`src/rtl/core/hhcm_pkg.sv`:
```
// Shared types, register codes and constant tables of the memory map unit.
// Used by every module in rtl/core but hhcm_ram; it depends on nothing else.
`timescale 1ns / 1ps

package hhcm_pkg;

    localparam int IDX_W        = 16;
    localparam int CFG_IDX_W    = 1;
    localparam int CFG_DATA_W   = 4;
    localparam int VIDEO_RAM_BYTES_DEF    = 16384;
    localparam int WORK_RAM_BYTES_DEF     = 36864;
    localparam int SPRITE_TABLE_BYTES_DEF = 160;

    // Configuration register indexes.
    localparam logic [CFG_IDX_W-1:0] CFG_VIDEO_BANK = 1'd0;
    localparam logic [CFG_IDX_W-1:0] CFG_WORK_BANK  = 1'd1;

    typedef enum logic [2:0] {
        ROUTE_INTERNAL = 3'd0,
        ROUTE_CART     = 3'd1,
        ROUTE_CART_RAM = 3'd2,
        ROUTE_AUDIO    = 3'd3,
        ROUTE_DROP     = 3'd4
    } t_route;

    typedef enum logic [2:0] {
        TGT_NONE = 3'd0,
        TGT_BOOT = 3'd1,
        TGT_VRAM = 3'd2,
        TGT_WRAM = 3'd3,
        TGT_OAM  = 3'd4,
        TGT_HIGH = 3'd5
    } t_tgt;

    // High page register offsets.
    localparam logic [7:0] REG_JOYP    = 8'h00;
    localparam logic [7:0] REG_SC      = 8'h02;
    localparam logic [7:0] REG_DIV     = 8'h04;
    localparam logic [7:0] REG_TAC     = 8'h07;
    localparam logic [7:0] REG_IF      = 8'h0F;
    localparam logic [7:0] REG_AUD_LO  = 8'h10;
    localparam logic [7:0] REG_AUD_HI  = 8'h3F;
    localparam logic [7:0] REG_STAT    = 8'h41;
    localparam logic [7:0] REG_DMA     = 8'h46;
    localparam logic [7:0] REG_KEY1    = 8'h4D;
    localparam logic [7:0] REG_VBK     = 8'h4F;
    localparam logic [7:0] REG_BOOT    = 8'h50;
    localparam logic [7:0] REG_HDMA5   = 8'h55;
    localparam logic [7:0] REG_PAL_LO  = 8'h68;
    localparam logic [7:0] REG_PAL_HI  = 8'h6B;
    localparam logic [7:0] REG_SVBK    = 8'h70;
    localparam logic [7:0] REG_GAP_LO  = 8'h73;
    localparam logic [7:0] REG_GAP_HI  = 8'h77;

    localparam logic [7:0] JOYP_SET  = 8'hC0;
    localparam logic [7:0] IF_SET    = 8'hE0;
    localparam logic [7:0] TAC_SET   = 8'hF8;
    localparam logic [7:0] STAT_SET  = 8'h80;

    // One bus access after classification, waiting for the back end.
    typedef struct packed {
        logic             wr;
        t_tgt             tgt;
        t_route           route;
        logic [IDX_W-1:0] idx;
        logic [7:0]       wdata;
        logic [7:0]       buttons;
    } t_cmd;

    // One finished result.
    typedef struct packed {
        logic [7:0] read_data;
        t_route     route;
        logic       divider_reset;
        logic       timer_phase_reset;
        logic       dma_request;
        logic [7:0] dma_source_page;
    } t_res;

    // Offset of work RAM bank b at 0xD000, wrapped into a store of w bytes.
    function automatic logic [16:0] wram_bank_base(input int b, input int w);
        int v;
        v = (b + 1) * 4096;
        for (int k = 0; k < 17; k++) begin
            if (v >= w) begin
                v = v - w;
            end
        end
        return 17'(v);
    endfunction

    // Power-on value of a high page register.
    function automatic logic [7:0] high_default(input logic [7:0] a);
        logic [7:0] v;
        case (a)
            8'h04: v = 8'h1E;
            8'h07: v = 8'hF8;
            8'h0F: v = 8'hE1;
            8'h10: v = 8'h80;
            8'h11: v = 8'hBF;
            8'h12: v = 8'hF3;
            8'h14: v = 8'hBF;
            8'h16: v = 8'h3F;
            8'h19: v = 8'hBF;
            8'h1A: v = 8'h7F;
            8'h1B: v = 8'hFF;
            8'h1C: v = 8'h9F;
            8'h1E: v = 8'hBF;
            8'h20: v = 8'hFF;
            8'h23: v = 8'hBF;
            8'h24: v = 8'h77;
            8'h25: v = 8'hF3;
            8'h26: v = 8'hF1;
            8'h40: v = 8'h91;
            8'h41: v = 8'h85;
            8'h47: v = 8'hFC;
            8'h48: v = 8'hFF;
            8'h49: v = 8'hFF;
            default: v = 8'h00;
        endcase
        return v;
    endfunction

    localparam logic [7:0] BOOT_ROM [256] = '{
        8'h31, 8'hFE, 8'hFF, 8'hAF, 8'h21, 8'hFF, 8'h9F, 8'h32,
        8'hCB, 8'h7C, 8'h20, 8'hFB, 8'h21, 8'h26, 8'hFF, 8'h0E,
        8'h11, 8'h3E, 8'h80, 8'h32, 8'hE2, 8'h0C, 8'h3E, 8'hF3,
        8'hE2, 8'h32, 8'h3E, 8'h77, 8'h77, 8'h3E, 8'hFC, 8'hE0,
        8'h47, 8'h11, 8'h04, 8'h01, 8'h21, 8'h10, 8'h80, 8'h1A,
        8'hCD, 8'h95, 8'h00, 8'hCD, 8'h96, 8'h00, 8'h13, 8'h7B,
        8'hFE, 8'h34, 8'h20, 8'hF3, 8'h11, 8'hD8, 8'h00, 8'h06,
        8'h08, 8'h1A, 8'h13, 8'h22, 8'h23, 8'h05, 8'h20, 8'hF9,
        8'h3E, 8'h19, 8'hEA, 8'h10, 8'h99, 8'h21, 8'h2F, 8'h99,
        8'h0E, 8'h0C, 8'h3D, 8'h28, 8'h08, 8'h32, 8'h0D, 8'h20,
        8'hF9, 8'h2E, 8'h0F, 8'h18, 8'hF3, 8'h67, 8'h3E, 8'h64,
        8'h57, 8'hE0, 8'h42, 8'h3E, 8'h91, 8'hE0, 8'h40, 8'h04,
        8'h1E, 8'h02, 8'h0E, 8'h0C, 8'hF0, 8'h44, 8'hFE, 8'h90,
        8'h20, 8'hFA, 8'h0D, 8'h20, 8'hF7, 8'h1D, 8'h20, 8'hF2,
        8'h0E, 8'h13, 8'h24, 8'h7C, 8'h1E, 8'h83, 8'hFE, 8'h62,
        8'h28, 8'h06, 8'h1E, 8'hC1, 8'hFE, 8'h64, 8'h20, 8'h06,
        8'h7B, 8'hE2, 8'h0C, 8'h3E, 8'h87, 8'hF2, 8'hF0, 8'h42,
        8'h90, 8'hE0, 8'h42, 8'h15, 8'h20, 8'hD2, 8'h05, 8'h20,
        8'h4F, 8'h16, 8'h20, 8'h18, 8'hCB, 8'h4F, 8'h06, 8'h04,
        8'hC5, 8'hCB, 8'h11, 8'h17, 8'hC1, 8'hCB, 8'h11, 8'h17,
        8'h05, 8'h20, 8'hF5, 8'h22, 8'h23, 8'h22, 8'h23, 8'hC9,
        8'hCE, 8'hED, 8'h66, 8'h66, 8'hCC, 8'h0D, 8'h00, 8'h0B,
        8'h03, 8'h73, 8'h00, 8'h83, 8'h00, 8'h0C, 8'h00, 8'h0D,
        8'h00, 8'h08, 8'h11, 8'h1F, 8'h88, 8'h89, 8'h00, 8'h0E,
        8'hDC, 8'hCC, 8'h6E, 8'hE6, 8'hDD, 8'hDD, 8'hD9, 8'h99,
        8'hBB, 8'hBB, 8'h67, 8'h63, 8'h6E, 8'h0E, 8'hEC, 8'hCC,
        8'hDD, 8'hDC, 8'h99, 8'h9F, 8'hBB, 8'hB9, 8'h33, 8'h3E,
        8'h3C, 8'h42, 8'hB9, 8'hA5, 8'hB9, 8'hA5, 8'h42, 8'h4C,
        8'h21, 8'h04, 8'h01, 8'h11, 8'hA8, 8'h00, 8'h1A, 8'h13,
        8'hBE, 8'h20, 8'hFE, 8'h23, 8'h7D, 8'hFE, 8'h34, 8'h20,
        8'hF5, 8'h06, 8'h19, 8'h78, 8'h86, 8'h23, 8'h05, 8'h20,
        8'hFB, 8'h86, 8'h20, 8'hFE, 8'h3E, 8'h01, 8'hE0, 8'h50
    };

endpackage

```
`src/rtl/core/hhcm_front.sv`:
```
// Front end: accepts bus accesses, decodes the address map, computes the
// store index and queues the command. Depends on hhcm_pkg.
`timescale 1ns / 1ps

module hhcm_front #(
    parameter int VIDEO_RAM_BYTES    = hhcm_pkg::VIDEO_RAM_BYTES_DEF,
    parameter int WORK_RAM_BYTES     = hhcm_pkg::WORK_RAM_BYTES_DEF,
    parameter int SPRITE_TABLE_BYTES = hhcm_pkg::SPRITE_TABLE_BYTES_DEF
) (
    input  logic            i_clk,
    input  logic            i_rst_n,
    input  logic            i_hold,
    input  logic            i_push,
    output logic            o_full,
    input  logic            i_operation,
    input  logic [15:0]     i_address,
    input  logic [7:0]      i_write_data,
    input  logic [7:0]      i_button_mask,
    input  logic            i_video_bank,
    input  logic [3:0]      i_work_bank,
    output logic            o_cmd_valid,
    output hhcm_pkg::t_cmd  o_cmd,
    input  logic            i_cmd_pop
);

    localparam logic [16:0] OAM_END = 17'(32'hFE00 + SPRITE_TABLE_BYTES);

    hhcm_pkg::t_cmd r_q [2];
    logic           r_rd;
    logic           r_wp;
    logic [1:0]     r_cnt;
    hhcm_pkg::t_cmd c;
    logic           accept;

    logic [16:0] base_tab [16];
    logic [14:0] v_off;
    logic [14:0] v_idx;
    logic [16:0] w_off;
    logic [16:0] w_idx;

    for (genvar g = 0; g < 16; g++) begin : g_base
        assign base_tab[g] = hhcm_pkg::wram_bank_base(g, WORK_RAM_BYTES);
    end

    always_comb begin
        v_off = {2'b00, i_address[12:0]} + (i_video_bank ? 15'h2000 : 15'h0000);
        v_idx = (v_off >= 15'(VIDEO_RAM_BYTES)) ? v_off - 15'(VIDEO_RAM_BYTES) : v_off;
        w_off = base_tab[i_work_bank] + {5'b00000, i_address[11:0]};
        w_idx = (w_off >= 17'(WORK_RAM_BYTES)) ? w_off - 17'(WORK_RAM_BYTES) : w_off;
    end

    always_comb begin
        c.wr      = i_operation;
        c.tgt     = hhcm_pkg::TGT_NONE;
        c.route   = hhcm_pkg::ROUTE_INTERNAL;
        c.idx     = '0;
        c.wdata   = i_write_data;
        c.buttons = i_button_mask;
        if (i_address < 16'h0100) begin
            if (i_operation) begin
                c.route = hhcm_pkg::ROUTE_DROP;
            end else begin
                c.tgt = hhcm_pkg::TGT_BOOT;
                c.idx = {8'h00, i_address[7:0]};
            end
        end else if (i_address < 16'h8000) begin
            c.route = hhcm_pkg::ROUTE_CART;
        end else if (i_address < 16'hA000) begin
            c.tgt = hhcm_pkg::TGT_VRAM;
            c.idx = {1'b0, v_idx};
        end else if (i_address < 16'hC000) begin
            c.route = i_operation ? hhcm_pkg::ROUTE_CART_RAM : hhcm_pkg::ROUTE_CART;
        end else if (i_address < 16'hD000) begin
            c.tgt = hhcm_pkg::TGT_WRAM;
            c.idx = {4'h0, i_address[11:0]};
        end else if (i_address < 16'hE000) begin
            c.tgt = hhcm_pkg::TGT_WRAM;
            c.idx = w_idx[15:0];
        end else if (i_address < 16'hFE00) begin
            // Echo area: readable mirror of the low work RAM, writes dropped.
            if (i_operation) begin
                c.route = hhcm_pkg::ROUTE_DROP;
            end else begin
                c.tgt = hhcm_pkg::TGT_WRAM;
                c.idx = i_address - 16'hE000;
            end
        end else if ({1'b0, i_address} < OAM_END) begin
            c.tgt = hhcm_pkg::TGT_OAM;
            c.idx = {8'h00, i_address[7:0]};
        end else if (i_address < 16'hFF00) begin
            if (i_operation) begin
                c.route = hhcm_pkg::ROUTE_DROP;
            end
        end else begin
            c.tgt = hhcm_pkg::TGT_HIGH;
            c.idx = {8'h00, i_address[7:0]};
        end
    end

    assign o_full      = (r_cnt == 2'd2) || i_hold;
    assign accept      = i_push && !o_full;
    assign o_cmd_valid = (r_cnt != 2'd0);
    assign o_cmd       = r_q[r_rd];

    always_ff @(posedge i_clk) begin
        if (!i_rst_n) begin
            r_rd  <= 1'b0;
            r_wp  <= 1'b0;
            r_cnt <= 2'd0;
        end else begin
            if (accept) begin
                r_wp <= ~r_wp;
            end
            if (i_cmd_pop) begin
                r_rd <= ~r_rd;
            end
            r_cnt <= r_cnt + {1'b0, accept} - {1'b0, i_cmd_pop};
        end
        if (accept) begin
            r_q[r_wp] <= c;
        end
    end

endmodule

```
`config.mk`:
```
export PLATFORM = sky130hd
export DESIGN_NAME = hhcm_front
export DESIGN_NICKNAME = d
export VERILOG_FILES = /design/src/rtl/core/hhcm_pkg.sv /design/src/rtl/core/hhcm_front.sv
export SDC_FILE = /design/constraint.sdc
export NUM_CORES = 1
export LEC_CHECK = 0
export BUFFER_PORTS_ARGS = -buffer_cell sky130_fd_sc_hd__buf_2
export CORE_ASPECT_RATIO = 0.9
export CORE_MARGIN = 3
export CORE_UTILIZATION = 48
export CTS_CLUSTER_SIZE = 10
export DETAILED_ROUTE_END_ITERATION = 10
export GPL_TIMING_DRIVEN = 0
export PLACE_DENSITY = 0.75
export SKIP_LAST_GASP = 1
export SYNTH_ARGS = -nofsm -noshare
export SYNTH_HDL_FRONTEND = slang
export SYNTH_SLANG_ARGS = --single-unit
```
`constraint.sdc`:
```
create_clock -name i_clk -period 2.8 [get_ports i_clk]
set_input_delay 0.56 -clock i_clk [delete_from_list [all_inputs] [get_ports i_clk]]
set_output_delay 0.56 -clock i_clk [all_outputs]
set_load 0.02 [all_outputs]
```
# Word-level counts from Yosys, hierarchy flattened
# Memories as Yosys holds them, arrays and structs flattened. A register that Yosys moved wholly into a read port is not among the register bits.
# Index checks and enable logic that the tools add are counted.
[totals] inputBits=43 n_memories=2 ff_bits=4 rom_bits=272 ram_bits=78 output_inout_bits=41 word_cells=70
[classes] n_bitwise=3 n_reduce_logical=4 order_cmp=12 eq_ne=1 addsub=7 n_mux=38
[mem_list] name="(name not given)" words=16 word_bits=17 rd=1 rd_ports_with_merged_regs=0 wr=0 line_no="hhcm_front.sv:48" rtl="w_off = base_tab[i_work_bank] + {5'b00000, i_address[11:0]};"
[mem_list] name="r_q" words=2 word_bits=39 rd=1 rd_ports_with_merged_regs=1 wr=1 line_no="hhcm_front.sv:28" rtl="hhcm_pkg::t_cmd r_q [2];"
[op_table] cell="$lt 16x16->1 const B" n=8
[op_table] cell="$mux 16" n=7
[op_table] cell="$mux 3" n=15
[op_table] cell="$mux 22" n=2
[op_table] cell="$mux 17" n=2
[op_table] cell="$sub 16x16->16 const B" n=2
[op_table] cell="$mux 8" n=3
[op_table] cell="$add 17x12->17" n=1
[op_table] cell="$ge 17x16->1 const B" n=1
[op_table] cell="$lt 16x9->1 const B" n=1
[op_table] cell="$add 13x14->15" n=1
[op_table] cell="$ge 15x15->1 const B" n=1
[op_table] cell="$mux 15" n=1
[op_table] cell="$sub 15x15->15 const B" n=1
[op_table] cell="$mux 14" n=1
[op_table] cell="$ge 5x5->1 const B" n=1
[op_table] cell="$mux 1" n=5
[op_table] cell="$not 4->5" n=1
[op_table] cell="$mux 2" n=2
[op_table] cell="$add 2x1->2" n=1
[op_table] cell="$eq 2x2->1 const B" n=1
[op_table] cell="$not 1->1" n=2
[op_table] cell="$reduce_bool 2->1" n=1
[op_table] cell="$sub 2x1->2" n=1
[op_table] cell="3 further kinds" n=3

# Longest topological paths before layout
[depth] word_depth=13 ltp_mapped=8 ltp_nobuf=8

# Least setup slack after synthesis
# Ideal clock, no wire load.
[synth_path] path_type="input-to-reg" from="in i_hold" to="mem r_q[0][0] (netlist name) (enable)" path_slack_ns=-0.185 stages=2 t_arrival_ns=2.548 setup_ns=0.437 t_required_ns=2.363 path_buffers=0 path_cell_list="a211o_1 -> nor2_1"
[synth_via] elab_chain_len=5
[synth_rtl] item="start: declaration" line_no="hhcm_front.sv:12" rtl="input logic i_hold,"
[synth_rtl] item="$logic_or 1x1->1" line_no="hhcm_front.sv:100" rtl="assign o_full = (r_cnt == 2'd2) || i_hold;"
[synth_rtl] item="$logic_not 1->1" line_no="hhcm_front.sv:101" rtl="assign accept = i_push && !o_full;"
[synth_rtl] item="$logic_and 1x1->1" line_no="hhcm_front.sv:101"
[synth_rtl] item="$mux 1" line_no="hhcm_front.sv:119" rtl="if (accept) begin"
[synth_rtl] item="$mux 1 (not written as such)" line_no="hhcm_front.sv:120" rtl="r_q[r_wp] <= c;"
[synth_rtl] item="end: declaration" line_no="hhcm_front.sv:28"
# No other way between the ends.

==> run summary <==
Clk slew on worst S/H paths: 0.08 ns
# setup viols final: 0
CP required: 2.24 ns
R2R Path End: r_cnt[1]
Flop-to-flop setup slack: 0.97 ns
Most frequent cells in the layout: 85 x buf_2, 78 x edfxtp_1, 39 x mux2_2, 18 x and2_1, 10 x nor2_1
VDD IR max: 0.241 mV
Worst setup path endpoint: o_cmd[32]
Final ANT Viol Nets: 0
Initial antenna violation count: 0
DRT Pass-1 Iters: 5
Ranking of synthesized cells by area: edfxtp_1 65%, mux2_2 12%, and2_1 3.1%
Global Route Usage Sum: 0.163
Fill cells: 563
Unrepaired setup endpoints after global routing: false
Worst r2r src: r_cnt[0]
Highest Clock Rate: 0.424 GHz
Clock skew: 0.00496 ns
Area after DPL: 4170 um2
Sw Share: 0.242
Ys Warns: 0
Worst Hold Class: in -> reg
Tcrit/Tclk final: 0.843
Crit Path Category: reg -> out
Worst Path Arrival: 1.80 ns
Asr flop ratio synth: 0
Cell Int Power: 0.00212 W
CTS H-Tree Depth: 3
Vias in the first global route: 2,236
Clk pwr share: 0.318
Slew margin rel.: 0.573
Synth Register Bits: 83
Post-synthesis cell count: 230
HPWL Detailed: 4.59 mm
Top Ports: 84
Max stage delay on crit path: 0.37 ns
Die ar.: 8550 um2
Root Driver: clkbuf_8
Setup Fix Bufs, Post-CTS: 0
Max Cap Viol: 0
Post-synth cell types: 44
Design Area, Final: 4370 um2
FF-to-FF path depth: 8
Slew Viols, Final: 0
Critical path peak fanout: 10
Post-synthesis instance area: 3590 um2
PortBufs: 81
Placer Congestion: 0.798
Critical path buffers and inverters: 3
Hold Vio Cnt, Final: 0
Routed vias: 2,189
DRC violations left: 0
Worst path depth: 4
Antenna cells: 0
Routed WL: 6.52 mm
Critical Path End Type: primary output
DIE HEIGHT: 88.0 um
P_sw: 0.000677 W
Clock buffer count from CTS: 9
Yosys top cell area share: 0.653
Register area share after synthesis: 0.681
Layout cells sized above 1: 0.453
Synth Flop Type: edfxtp_1
Sequential share of power: 0.521
Core area: 7150 um2
Global route total overflow: 0
Worst-margin pin slew: 0.637 ns
CTS tree: done
First-pass GRT wire length: 10.7 mm
Die X-Extent: 97.1 um
Min Tclk post-route: 2.36 ns
Hold-fix buffers, CTS: 0
Worst skew pair latency: 0.34 ns
Slowest cell on crit path: mux2_2
Post-synthesis average cell area: 15.6 um2
Worst Hold Margin: 0.403 ns
Power density cells: 639 nW/um2
Crit start category: flip-flop
Largest net degree at the start of global routing: 32
Crit path max-delay family: buffers and inverters
Post-CTS sizing: 0
Synth-to-Final Area Change: 21.9%
Cell chain of the critical path: buf_2, buf_2, mux2_2, buf_2
Rows: 29
DR WL/cell: 15.4 um
Post-synth EDFFs: 78
Vias per cell: 5.19
Status: completed
Initial cell density of the core: 0.502
Placed Cells: 406
Bufs on Longest Clock Path: 2
Clk sinks: 83
Iteration-0 DRC Markers: 50
Commonest non-fill, non-tap cell in the layout: buf_2
Post-synth top area cell: edfxtp_1
Final Non-Filler Cells: 422
Net Count, Synth: 279
LEAKAGE: 1.67 nW
Final net count: 373
Cell repeated most along the worst path: buf_2
Comb power frac: 0.162
-- metal layers --
metal  vias to the layer above  part of all wire  global-route usage  routed length [um]
met1                      1042              0.45               0.204                2910
met4                         0             0.014              0.0689                  89
li1                       1063                 -                   -                   -
met2                        77              0.48               0.271                3110
met5                         -                 0                   0                   0
met3                         7             0.062              0.0430                 406
-- metrics by stage --
| stage | setup TNS [ns] | worst slack [ns] | utilization | power (W) |
|---|---|---|---|---|
| finish | 0 | 0.441 | 0.612 | 0.00279 |
| CTS | 0 | 0.387 | 0.612 | 0.00283 |
| floorplan | 0 | 0.463 | - | 0.00178 |
| global placement | -16.11 | -0.217 | 0.576 | 0.00192 |
| detailed placement | 0 | 0.646 | 0.583 | 0.00194 |
| global route | 0 | 0.326 | 0.612 | 0.00292 |
-- kinds of logic (layout without fill, tap and decap cells) --
family                   after synthesis  in the layout  synth area share
XOR/XNOR                               4              4           0.00976
buffers and inverters                 14            113            0.0188
adder cells (fa/ha/maj)                6              6            0.0209
multiplexers                          40             40             0.125
AND/OR/NAND/NOR                       58             58            0.0910
flip-flops                            83             83             0.681
AO/OA/AOI/OAI                         25             25            0.0537
-- synth_stat cells, drive strengths merged (3+ instances only) --
library cell / n
nor3b: 3
nand3: 4
nor2: 12
edfxtp: 78
ha: 6
nand2: 5
buf: 5
o21ai: 4
and2: 18
mux2: 39
nand2b: 3
a31oi: 3
a21oi: 6
inv: 7
dfxtp: 5
-- flip-flops by register name (all words and copies together) (netlist names), named ones only --
name and flops:
r_rd 1, r_q 78, r_cnt 2, r_wp 1
-- power by group through the flow --
stage,registers (W),clock network [W],logic (W)
4_1_cts,0.00145,0.000911,0.000460
2_1_floorplan,0.00148,0,0.000297
3_3_place_gp,0.00148,0,0.000434
6_report,0.00145,0.000887,0.000452
3_5_place_dp,0.00148,0,0.000457
5_1_grt,0.00146,0.000970,0.000494
-- how the worst min path moves through the flow --
| stage | from | to | slack [ns] | cells past startpoint |
|---|---|---|---|---|
| floorplan | r_rd | flip-flop | 0.55 | 2 |
| global placement | r_rd | r_rd | 0.57 | 2 |
| detailed placement | r_rd | r_rd | 0.57 | 2 |
| CTS | i_button_mask[6] | r_q[0][6] | 0.39 | 1 |
| global route | i_write_data[0] | r_q[0][8] | 0.38 | 1 |
| finish | i_button_mask[6] | r_q[0][6] | 0.40 | 1 |
-- layout make-up --
cell class	count	area, um2	area share
flip-flops and latches	83	2440	0.559
multi-input cells	133	1090	0.250
repair buffers	83	445	0.102
clock buffers	10	128	0.0292
well taps	93	116	0.0266
clock inverters	6	80.1	0.0183
plain buffers	7	38.8	0.00887
inverters	7	28.8	0.00658
Note: power is estimated with default switching activity, not from simulation.
